<file path="src/sv/whp_pkg.sv">
// Shared types and constants of the RIFF/WAVE header parser.
package whp_pkg;

  localparam int unsigned RES_W = 144;

  localparam logic [31:0] TAG_RIFF = 32'h4646_4952;
  localparam logic [31:0] TAG_WAVE = 32'h4556_4157;
  localparam logic [31:0] TAG_FMT  = 32'h2074_6D66;
  localparam logic [31:0] TAG_DATA = 32'h6174_6164;

  localparam logic [31:0] MIN_STREAM = 32'd44;
  localparam logic [31:0] FMT_SHORT  = 32'd16;
  localparam logic [31:0] FMT_LONG   = 32'd18;
  localparam logic [4:0]  FMT_END_SHORT = 5'd15;
  localparam logic [4:0]  FMT_END_LONG  = 5'd17;

  localparam logic [15:0] MODE_PCM   = 16'd1;
  localparam logic [15:0] MODE_FLOAT = 16'd3;

  localparam logic [1:0] KIND_OTHER = 2'd0;
  localparam logic [1:0] KIND_FMT   = 2'd1;
  localparam logic [1:0] KIND_DATA  = 2'd2;

  localparam logic [3:0] ST_OK        = 4'd0;
  localparam logic [3:0] ST_NOT_RIFF  = 4'd1;
  localparam logic [3:0] ST_NOT_WAVE  = 4'd2;
  localparam logic [3:0] ST_FMT_SIZE  = 4'd3;
  localparam logic [3:0] ST_MODE      = 4'd4;
  localparam logic [3:0] ST_EXT       = 4'd5;
  localparam logic [3:0] ST_CHANNELS  = 4'd6;
  localparam logic [3:0] ST_BITS      = 4'd7;
  localparam logic [3:0] ST_ALIGN24   = 4'd8;
  localparam logic [3:0] ST_NO_DATA   = 4'd9;
  localparam logic [3:0] ST_SHORT     = 4'd10;
  localparam logic [3:0] ST_ZERO_ALGN = 4'd11;

  localparam logic [2:0] IF_U8  = 3'd0;
  localparam logic [2:0] IF_S16 = 3'd1;
  localparam logic [2:0] IF_S24 = 3'd2;
  localparam logic [2:0] IF_S32 = 3'd3;
  localparam logic [2:0] IF_F32 = 3'd4;
  localparam logic [2:0] IF_F64 = 3'd5;

  localparam logic [1:0] OF_U8  = 2'd0;
  localparam logic [1:0] OF_S16 = 2'd1;
  localparam logic [1:0] OF_S32 = 2'd2;
  localparam logic [1:0] OF_F32 = 2'd3;

  typedef enum logic [3:0] {
    PH_RIFF,
    PH_RSIZE,
    PH_WAVE,
    PH_CID,
    PH_CSIZE,
    PH_FMT,
    PH_SKIP,
    PH_HOLD,
    PH_DIV
  } phase_t;

endpackage

</file>
<file path="src/sv/wav_header_parser.sv">
// Top level of the RIFF/WAVE header parser: byte walker, format check and result register.
//
// The parser takes one file byte per cycle while in_tready is high. When the data chunk
// header completes with a nonzero block alignment, the frame count is formed by a serial
// divider that produces one quotient bit per cycle, and in_tready stays low until the
// quotient is ready. The single result waits in an output register, and input is also held
// off while that register is full and not being taken.
module wav_header_parser
  import whp_pkg::*;
(
  input  logic           clk,
  input  logic           rst_n,
  input  logic           in_tvalid,
  output logic           in_tready,
  input  logic [7:0]     in_tdata,   // byte_value
  input  logic           in_tlast,   // last_byte
  output logic           out_tvalid,
  input  logic           out_tready,
  output logic [RES_W-1:0] out_tdata // status, channel_count, rate_hz, in_format,
                                     // out_format, riff_size, data_offset, frame_count
);

  phase_t      phase_r, phase_nxt;
  logic [31:0] offset_r, offset_nxt;
  logic [23:0] shift_r, shift_nxt;
  logic [1:0]  idx_r, idx_nxt;
  logic [31:0] left_r, left_nxt;
  logic [1:0]  kind_r, kind_nxt;
  logic [15:0] mode_r, mode_nxt;
  logic [15:0] ch_r, ch_nxt;
  logic [30:0] rate_r, rate_nxt;
  logic [15:0] align_r, align_nxt;
  logic [15:0] bits_r, bits_nxt;
  logic [31:0] riff_r, riff_nxt;
  logic        verdict_r, verdict_nxt;
  logic [4:0]  fpos_r, fpos_nxt;
  logic        flong_r, flong_nxt;
  logic        extnz_r, extnz_nxt;
  logic        hvalid_r, hvalid_nxt;
  logic [3:0]  hstatus_r, hstatus_nxt;
  logic [31:0] hoffset_r, hoffset_nxt;
  logic [31:0] hframes_r, hframes_nxt;
  logic        plast_r, plast_nxt;
  logic        out_valid_r, out_valid_nxt;
  logic [RES_W-1:0] out_data_r, out_data_nxt;

  logic        in_acc;
  logic [31:0] word;
  logic        div_start;
  logic        div_done;
  logic [31:0] div_quo;
  logic        emit_en;
  logic [3:0]  emit_status;
  logic        do_reset;
  logic [3:0]  fmt_st;
  logic [2:0]  ok_if;
  logic [1:0]  ok_of;
  logic [31:0] ok_frames;

  function automatic logic [3:0] check_fmt(input logic [15:0] mode, input logic [15:0] ch,
                                           input logic [15:0] bits, input logic [15:0] align,
                                           input logic ext_nz);
    logic [3:0] st;
    st = ST_OK;
    if (mode != MODE_PCM && mode != MODE_FLOAT) st = ST_MODE;
    else if (ext_nz) st = ST_EXT;
    else if (ch != 16'd1 && ch != 16'd2) st = ST_CHANNELS;
    else if (bits != 16'd8 && bits != 16'd16 && bits != 16'd24 && bits != 16'd32
             && bits != 16'd64) st = ST_BITS;
    else if (bits == 16'd24 && align != ((ch == 16'd1) ? 16'd3 : 16'd6)) st = ST_ALIGN24;
    return st;
  endfunction

  whp_div u_div (
    .clk      (clk),
    .rst_n    (rst_n),
    .start    (div_start),
    .dividend (word),
    .divisor  (align_r),
    .done     (div_done),
    .quotient (div_quo)
  );

  assign in_acc = in_tvalid && in_tready;
  assign word   = {in_tdata, shift_r};

  always_comb begin
    ok_if = IF_S32;
    ok_of = OF_S32;
    if (mode_r == MODE_FLOAT) begin
      ok_if = (bits_r == 16'd32) ? IF_F32 : IF_F64;
      ok_of = OF_F32;
    end else if (bits_r == 16'd24) begin
      ok_if = IF_S24;
      ok_of = OF_S16;
    end else if (bits_r == 16'd8) begin
      ok_if = IF_U8;
      ok_of = OF_U8;
    end else if (bits_r == 16'd16) begin
      ok_if = IF_S16;
      ok_of = OF_S16;
    end
    ok_frames = (phase_r == PH_DIV) ? div_quo : hframes_r;
  end

  always_comb begin
    phase_nxt   = phase_r;
    offset_nxt  = offset_r;
    shift_nxt   = shift_r;
    idx_nxt     = idx_r;
    left_nxt    = left_r;
    kind_nxt    = kind_r;
    mode_nxt    = mode_r;
    ch_nxt      = ch_r;
    rate_nxt    = rate_r;
    align_nxt   = align_r;
    bits_nxt    = bits_r;
    riff_nxt    = riff_r;
    verdict_nxt = verdict_r;
    fpos_nxt    = fpos_r;
    flong_nxt   = flong_r;
    extnz_nxt   = extnz_r;
    hvalid_nxt  = hvalid_r;
    hstatus_nxt = hstatus_r;
    hoffset_nxt = hoffset_r;
    hframes_nxt = hframes_r;
    plast_nxt   = plast_r;
    div_start   = 1'b0;
    emit_en     = 1'b0;
    emit_status = ST_OK;
    do_reset    = 1'b0;
    fmt_st      = ST_OK;

    if (in_acc) begin
      if (offset_r != '1) offset_nxt = offset_r + 32'd1;
      if (!verdict_r) begin
        unique case (phase_r) inside
          PH_FMT: begin
            case (fpos_r) inside
              5'd0:  mode_nxt[7:0]    = in_tdata;
              5'd1:  mode_nxt[15:8]   = in_tdata;
              5'd2:  ch_nxt[7:0]      = in_tdata;
              5'd3:  ch_nxt[15:8]     = in_tdata;
              5'd4:  rate_nxt[7:0]    = in_tdata;
              5'd5:  rate_nxt[15:8]   = in_tdata;
              5'd6:  rate_nxt[23:16]  = in_tdata;
              5'd7:  rate_nxt[30:24]  = in_tdata[6:0];
              5'd12: align_nxt[7:0]   = in_tdata;
              5'd13: align_nxt[15:8]  = in_tdata;
              5'd14: bits_nxt[7:0]    = in_tdata;
              5'd15: bits_nxt[15:8]   = in_tdata;
              5'd16, 5'd17: extnz_nxt = extnz_r | (in_tdata != 8'd0);
              default: ;
            endcase
            fpos_nxt = fpos_r + 5'd1;
            if ((fpos_r == FMT_END_SHORT && !flong_r) || fpos_r == FMT_END_LONG) begin
              fmt_st = check_fmt(mode_nxt, ch_nxt, bits_nxt, align_nxt, extnz_nxt);
              if (fmt_st != ST_OK) begin
                hvalid_nxt  = 1'b1;
                hstatus_nxt = fmt_st;
                hoffset_nxt = '0;
                hframes_nxt = '0;
                phase_nxt   = PH_HOLD;
              end else begin
                phase_nxt = PH_CID;
                idx_nxt   = '0;
              end
            end
          end
          PH_SKIP: begin
            left_nxt = left_r - 32'd1;
            if (left_r == 32'd1) phase_nxt = PH_CID;
          end
          PH_HOLD, PH_DIV: ;
          PH_RIFF, PH_RSIZE, PH_WAVE, PH_CID, PH_CSIZE: begin
            if (idx_r != 2'd3) begin
              idx_nxt   = idx_r + 2'd1;
              shift_nxt = {in_tdata, shift_r[23:8]};
            end else begin
              idx_nxt = '0;
              unique case (phase_r)
                PH_RIFF: begin
                  if (word != TAG_RIFF) begin
                    hvalid_nxt  = 1'b1;
                    hstatus_nxt = ST_NOT_RIFF;
                    hoffset_nxt = '0;
                    hframes_nxt = '0;
                    phase_nxt   = PH_HOLD;
                  end else begin
                    phase_nxt = PH_RSIZE;
                  end
                end
                PH_RSIZE: begin
                  riff_nxt  = word;
                  phase_nxt = PH_WAVE;
                end
                PH_WAVE: begin
                  if (word != TAG_WAVE) begin
                    hvalid_nxt  = 1'b1;
                    hstatus_nxt = ST_NOT_WAVE;
                    hoffset_nxt = '0;
                    hframes_nxt = '0;
                    phase_nxt   = PH_HOLD;
                  end else begin
                    phase_nxt = PH_CID;
                  end
                end
                PH_CID: begin
                  kind_nxt  = (word == TAG_FMT) ? KIND_FMT :
                              ((word == TAG_DATA) ? KIND_DATA : KIND_OTHER);
                  phase_nxt = PH_CSIZE;
                end
                default: begin
                  if (kind_r == KIND_FMT) begin
                    if (word != FMT_SHORT && word != FMT_LONG) begin
                      hvalid_nxt  = 1'b1;
                      hstatus_nxt = ST_FMT_SIZE;
                      hoffset_nxt = '0;
                      hframes_nxt = '0;
                      phase_nxt   = PH_HOLD;
                    end else begin
                      flong_nxt = (word == FMT_LONG);
                      fpos_nxt  = '0;
                      extnz_nxt = 1'b0;
                      phase_nxt = PH_FMT;
                    end
                  end else if (kind_r == KIND_DATA) begin
                    if (align_r == 16'd0) begin
                      hvalid_nxt  = 1'b1;
                      hstatus_nxt = ST_ZERO_ALGN;
                      hoffset_nxt = '0;
                      hframes_nxt = '0;
                      phase_nxt   = PH_HOLD;
                    end else begin
                      hoffset_nxt = offset_nxt;
                      plast_nxt   = in_tlast;
                      div_start   = 1'b1;
                      phase_nxt   = PH_DIV;
                    end
                  end else begin
                    left_nxt  = word;
                    phase_nxt = (word != 32'd0) ? PH_SKIP : PH_CID;
                  end
                end
              endcase
            end
          end
          default: ;
        endcase

        if (!div_start) begin
          if (hvalid_nxt && offset_nxt >= MIN_STREAM) begin
            emit_en     = 1'b1;
            emit_status = hstatus_nxt;
            verdict_nxt = 1'b1;
          end else if (in_tlast) begin
            emit_en     = 1'b1;
            emit_status = (offset_nxt < MIN_STREAM) ? ST_SHORT : ST_NO_DATA;
          end
        end
      end
      if (in_tlast && !div_start) do_reset = 1'b1;
    end else if (phase_r == PH_DIV && div_done) begin
      hvalid_nxt  = 1'b1;
      hstatus_nxt = ST_OK;
      hframes_nxt = div_quo;
      phase_nxt   = PH_HOLD;
      if (offset_r >= MIN_STREAM) begin
        emit_en     = 1'b1;
        emit_status = ST_OK;
        verdict_nxt = 1'b1;
      end else if (plast_r) begin
        emit_en     = 1'b1;
        emit_status = ST_SHORT;
      end
      if (plast_r) do_reset = 1'b1;
    end

    if (do_reset) begin
      phase_nxt   = PH_RIFF;
      offset_nxt  = '0;
      shift_nxt   = '0;
      idx_nxt     = '0;
      left_nxt    = '0;
      kind_nxt    = KIND_OTHER;
      mode_nxt    = '0;
      ch_nxt      = '0;
      rate_nxt    = '0;
      align_nxt   = '0;
      bits_nxt    = '0;
      riff_nxt    = '0;
      verdict_nxt = 1'b0;
      fpos_nxt    = '0;
      flong_nxt   = 1'b0;
      extnz_nxt   = 1'b0;
      hvalid_nxt  = 1'b0;
      hstatus_nxt = ST_OK;
      hoffset_nxt = '0;
      hframes_nxt = '0;
      plast_nxt   = 1'b0;
    end
  end

  always_comb begin
    out_valid_nxt = out_valid_r;
    out_data_nxt  = out_data_r;
    if (emit_en) begin
      out_valid_nxt = 1'b1;
      out_data_nxt  = '0;
      out_data_nxt[3:0] = emit_status;
      if (emit_status == ST_OK) begin
        out_data_nxt[5:4]     = ch_r[1:0];
        out_data_nxt[36:6]    = rate_r;
        out_data_nxt[39:37]   = ok_if;
        out_data_nxt[41:40]   = ok_of;
        out_data_nxt[73:42]   = riff_r;
        out_data_nxt[105:74]  = hoffset_r;
        out_data_nxt[137:106] = ok_frames;
      end
    end else if (out_tready) begin
      out_valid_nxt = 1'b0;
    end
  end

  always_ff @(posedge clk) begin
    if (!rst_n) begin
      phase_r     <= PH_RIFF;
      offset_r    <= '0;
      shift_r     <= '0;
      idx_r       <= '0;
      left_r      <= '0;
      kind_r      <= KIND_OTHER;
      mode_r      <= '0;
      ch_r        <= '0;
      rate_r      <= '0;
      align_r     <= '0;
      bits_r      <= '0;
      riff_r      <= '0;
      verdict_r   <= 1'b0;
      fpos_r      <= '0;
      flong_r     <= 1'b0;
      extnz_r     <= 1'b0;
      hvalid_r    <= 1'b0;
      hstatus_r   <= ST_OK;
      hoffset_r   <= '0;
      hframes_r   <= '0;
      plast_r     <= 1'b0;
      out_valid_r <= 1'b0;
    end else begin
      phase_r     <= phase_nxt;
      offset_r    <= offset_nxt;
      shift_r     <= shift_nxt;
      idx_r       <= idx_nxt;
      left_r      <= left_nxt;
      kind_r      <= kind_nxt;
      mode_r      <= mode_nxt;
      ch_r        <= ch_nxt;
      rate_r      <= rate_nxt;
      align_r     <= align_nxt;
      bits_r      <= bits_nxt;
      riff_r      <= riff_nxt;
      verdict_r   <= verdict_nxt;
      fpos_r      <= fpos_nxt;
      flong_r     <= flong_nxt;
      extnz_r     <= extnz_nxt;
      hvalid_r    <= hvalid_nxt;
      hstatus_r   <= hstatus_nxt;
      hoffset_r   <= hoffset_nxt;
      hframes_r   <= hframes_nxt;
      plast_r     <= plast_nxt;
      out_valid_r <= out_valid_nxt;
    end
    out_data_r <= out_data_nxt;
  end

  assign in_tready  = (phase_r != PH_DIV) && (!out_valid_r || out_tready);
  assign out_tvalid = out_valid_r;
  assign out_tdata  = out_data_r;

  a_div_blocks_input: assert property (@(posedge clk) disable iff (!rst_n)
    phase_r == PH_DIV |-> !in_tready)
    else $error("input accepted while the frame count is being divided");

  a_div_done_room: assert property (@(posedge clk) disable iff (!rst_n)
    div_done |-> phase_r == PH_DIV && !out_valid_r)
    else $error("divider finished with no room for the result");

  a_verdict_held: assert property (@(posedge clk) disable iff (!rst_n)
    verdict_r |-> hvalid_r && phase_r == PH_HOLD)
    else $error("verdict delivered without a settled status");

endmodule

</file>
<file path="src/sv/whp_div.sv">
// Serial restoring divider, one quotient bit per cycle.
module whp_div
  import whp_pkg::*;
(
  input  logic        clk,
  input  logic        rst_n,
  input  logic        start,
  input  logic [31:0] dividend,
  input  logic [15:0] divisor,
  output logic        done,
  output logic [31:0] quotient
);

  logic        busy_r, busy_nxt;
  logic        done_r, done_nxt;
  logic [4:0]  cnt_r, cnt_nxt;
  logic [15:0] rem_r, rem_nxt;
  logic [31:0] quo_r, quo_nxt;
  logic [15:0] dsr_r, dsr_nxt;
  logic [16:0] trial;
  logic [16:0] diff;

  always_comb begin
    busy_nxt = busy_r;
    done_nxt = 1'b0;
    cnt_nxt  = cnt_r;
    rem_nxt  = rem_r;
    quo_nxt  = quo_r;
    dsr_nxt  = dsr_r;
    trial    = {rem_r, quo_r[31]};
    diff     = trial - {1'b0, dsr_r};
    if (start) begin
      busy_nxt = 1'b1;
      cnt_nxt  = '0;
      rem_nxt  = '0;
      quo_nxt  = dividend;
      dsr_nxt  = divisor;
    end else if (busy_r) begin
      if (trial >= {1'b0, dsr_r}) begin
        rem_nxt = diff[15:0];
        quo_nxt = {quo_r[30:0], 1'b1};
      end else begin
        rem_nxt = trial[15:0];
        quo_nxt = {quo_r[30:0], 1'b0};
      end
      cnt_nxt = cnt_r + 5'd1;
      if (cnt_r == '1) begin
        busy_nxt = 1'b0;
        done_nxt = 1'b1;
      end
    end
  end

  always_ff @(posedge clk) begin
    if (!rst_n) begin
      busy_r <= 1'b0;
      done_r <= 1'b0;
      cnt_r  <= '0;
    end else begin
      busy_r <= busy_nxt;
      done_r <= done_nxt;
      cnt_r  <= cnt_nxt;
    end
    rem_r <= rem_nxt;
    quo_r <= quo_nxt;
    dsr_r <= dsr_nxt;
  end

  assign done     = done_r;
  assign quotient = quo_r;

  a_last_step_done: assert property (@(posedge clk) disable iff (!rst_n)
    busy_r && !start && cnt_r == '1 |=> done_r && !busy_r)
    else $error("divider did not finish after its last step");

  a_done_idle: assert property (@(posedge clk) disable iff (!rst_n)
    done_r |-> !busy_r)
    else $error("divider reports done while still busy");

endmodule

</file>
<file path="config.mk">
export PLATFORM = sky130hd
export DESIGN_NAME = wav_header_parser
export DESIGN_NICKNAME = d
export VERILOG_FILES = /design/src/sv/whp_pkg.sv /design/src/sv/wav_header_parser.sv /design/src/sv/whp_div.sv
export SDC_FILE = /design/constraint.sdc
export NUM_CORES = 1
export LEC_CHECK = 0
export BUFFER_PORTS_ARGS = -buffer_cell sky130_fd_sc_hd__buf_2
export CORE_MARGIN = 4
export CORE_UTILIZATION = 64
export DETAILED_ROUTE_END_ITERATION = 12
export HOLD_SLACK_MARGIN = 0.15
export PLACE_DENSITY = 0.84
export SLEW_MARGIN = 20
export SYNTH_ARGS = -nofsm -noshare
export SYNTH_HDL_FRONTEND = slang
export SYNTH_SLANG_ARGS = --single-unit
</file>
<file path="constraint.sdc">
create_clock -name clk -period 20.8 [get_ports clk]
set_input_delay 1.04 -clock clk [delete_from_list [all_inputs] [get_ports clk]]
set_output_delay 1.04 -clock clk [all_outputs]
set_load 0.05 [all_outputs]
</file>
==> impl_metrics.csv <==
group,metric,value,unit
clock_network,numCtsBuffers,49,
timing,hold_viol,0,
synthesis,ys_ff_latch,511,
grt,track_usage,29.52,%
setup_path,crit_top_cell,"buf_4",
synthesis,avgSynthCellArea,9.293,sq um
setup_path,path_cells,"inv_1 > ha_1 > or4b_1 > nor2_1 > mux2i_1 > o31ai_1 > nand4b_1 > o21ai_0 > nand2_1 > and4b_1 > nor2_4 > buf_4 > buf_4 > nor3b_1",
layout,final_cell_mix,"nand2_1 (410), dfxtp_1 (325), nor2_1 (285), a21oi_1 (219), edfxtp_1 (186)",
setup_path,worst-path-buf-inv,3,
die,floorplan.core_area,37760,sq um
clock_network,tritoncts,"built",
place,place_inst,3132,
place,place_congestion,1.007,
setup_path,crit_path_end_kind,"flop",
route,dr_wl_met2,29.14,mm
setup_path,worstPathArrival,6.74,ns
synthesis,synthDistinctLibCells,90,
synthesis,synth-edff-count,186,
synthesis,ys_seq_area_share,49.23,%
route,avgRoutedWirePerCell,19.46,microns
power,vdd_drop_max,0.06189,mV
grt,grt_max_degree,97,
setup_path,rrSetupSlack,14.35,ns
route,drt-met1-wl,26.52,mm
setup_path,startpoint_type,"flop",
synthesis,netlist_area,24560,sq um
layout,nFillCells,2766,
clock_network,ctsResizeCount,0,
clock_network,clock-sinks,511,
setup_path,cp.required,21.09,ns
clock_network,cts_hold_buf,0,
synthesis,synth_ff_type,"dfxtp_1",
layout,antenna_cells,0,
route,met3_length,4.569,mm
die,die_w,203.9,microns
clock_network,clk_pin_slew,0.06,ns
setup_path,max_stage_delay,0.83,ns
clock_network,ctsHtreeMaxLevel,2,
clock_network,clock_path_buffers,3,
place,port-buffer-count,152,
route,ant_nets,0,
synthesis,synthCells,2643,
die,start_util,65.05,%
grt,grt_pass1_wl,100.8,mm
route,dr.pass1.iters,6,
die,die_y,203.9,microns
die,rows,71,
clock_network,cts_root_buf,"clkbuf_16",
die,die-area,41580,sq um
outcome,status,"finished clean",
power,power_leakage,9.890,nW
flow_run,drv_cap,0,
layout,layout-drive-gt1-share,14.19,%
layout,areaGrowthSynthToFinish,9.781,%
layout,final_common_cell,"nand2_1",
clock_network,post_cts_buffers,0,
synthesis,ys_warn_count,0,
setup_path,cp_top_family,"simple AND/OR/NAND/NOR gates",
timing,finalSetupViolations,0,
timing,relSlewSlack,27.28,%
grt,antenna_found_initial,1,
timing,clock_skew,0.02468,ns
route,drcViolationCount,0,
route,drt-total-wl,62.73,mm
die,pin_count,159,
power,powerDensity,80.06,nW/um^2
place,dp_hpwl,40.80,mm
layout,nNetsFinal,2716,
setup_path,crit_type,"flop to flop",
route,drt_iter0_drc,2181,
layout,fin_cells,3224,
min_path,hold_class,"flop to flop",
timing,tns,0,ns
timing,fmax,155.0,MHz
synthesis,async_reset_ff_share,0,%
timing,min_period,6.450,ns
grt,first_global_vias,19080,
grt,overflow,0,
timing,maxSlewViolCount,0,
setup_path,crit_slowest_cell,"buf_4",
setup_path,critical_path.max_fanout,67,
timing,rsz0062_at_grt,"false",
clock_network,clk_latency,0.61,ns
route,via_count,19790,
route,routed_via_density,6.139,
timing,post-route-period-util,31.01,%
timing,worst_pin_slew,1.091,ns
route,dr.max_layer_used,"met5",
layer usage:
layer,GRT usage (%),vias to the layer above
met5,0,-
met4,12.43,2
met3,4.507,171
met2,47.52,860
met1,40.20,9392
li1,-,9368
registers in the layout (all words and copies together) (netlist names), 4 cells and up:
signal,count
ch_r,16
shift_r,24
fpos_r,5
hstatus_r,4
out_tdata,138
mode_r,16
hframes_r,32
u_div.cnt_r,5
phase_r,4
bits_r,16
rate_r,31
left_r,32
u_div.quotient,32
hoffset_r,32
u_div.dsr_r,16
offset_r,32
u_div.rem_r,16
riff_r,32
align_r,16
logic make-up after synthesis:
family	Yosys count	synth area share, %
flip-flops	511	49.23
other	1	0.01527
AO/OA/AOI/OAI	475	11.86
XOR/XNOR	85	3.031
buffers and inverters	250	4.784
AND/OR/NAND/NOR	1186	25.22
multiplexers	104	4.254
adder cells (fa/ha/maj)	31	1.610
area by class of cell:
cell class | count | area (sq um) | area share (%)
Sequential cell | 511 | 12090 | 44.84
Multi-Input combinational cell | 1887 | 11380 | 42.21
Clock buffer | 72 | 1488 | 5.517
Timing Repair Buffer | 178 | 955.9 | 3.545
Tap cell | 511 | 639.4 | 2.371
Clock inverter | 20 | 237.7 | 0.8817
Inverter | 45 | 168.9 | 0.6264
report_power, final:
group | internal, W | switching [W] | total [W]
combinational | 0.0000449 | 0.000122 | 0.000166
sequential | 0.00105 | 0.0000133 | 0.00106
clock | 0.000549 | 0.000383 | 0.000932
total | 0.00164 | 0.000518 | 0.00216
synth_stat cells (17+ instances only):
| library cell | number | area, sq um |
|---|---|---|
| buf_2 | 24 | 120.1 |
| dfxtp_1 | 325 | 6506 |
| clkbuf_1 | 140 | 525.5 |
| nand2_1 | 410 | 1539 |
| nor4_1 | 39 | 244.0 |
| and3_1 | 18 | 112.6 |
| nand4_1 | 26 | 162.7 |
| nand3_1 | 55 | 275.3 |
| inv_1 | 45 | 168.9 |
| o21ai_0 | 92 | 460.4 |
| nor3b_2 | 56 | 700.7 |
| xor2_1 | 36 | 315.3 |
| mux2i_1 | 101 | 1011 |
| nor3b_1 | 46 | 345.3 |
| a21oi_1 | 220 | 1101 |
| nor3_1 | 91 | 455.4 |
| ha_1 | 30 | 375.4 |
| nor2_1 | 286 | 1074 |
| a211oi_1 | 19 | 142.6 |
| nor3_2 | 35 | 350.3 |
| a22o_1 | 36 | 315.3 |
| edfxtp_1 | 186 | 5585 |
| or3_1 | 17 | 106.4 |
| xnor2_1 | 49 | 429.2 |
worst min-delay path, cell delays in order (launching register included):
cell and delay [ns]:
dfxtp_1 0.30, nand2_1 0.05, a21oi_1 0.05
final timing paths:
path / startpoint / endpoint / depth (start not counted)
max: fpos_r[1] / out_tdata[43] / 14
min: rate_r[21] / rate_r[21] / 2
max reg2reg: fpos_r[1] / out_tdata[43] / 14
min reg2reg: rate_r[21] / rate_r[21] / 2
per-stage QoR:
step / worst slack [ns] / power, W / util (%) / cell area, sq um / hold slack (ns)
after floorplan: 9.046 / 0.001216 / - / 24580 / 0.4152
after global placement: 14.48 / 0.001239 / 66.83 / 25230 / 0.4293
after detailed placement: 14.13 / 0.001244 / 66.83 / 25230 / 0.4347
after CTS: 14.41 / 0.002169 / 71.40 / 26960 / 0.4519
after global routing: 13.90 / 0.002228 / 71.42 / 26960 / 0.4690
final: 14.35 / 0.002159 / 71.42 / 26960 / 0.4504
Note: power is estimated with default switching activity, not from simulation.
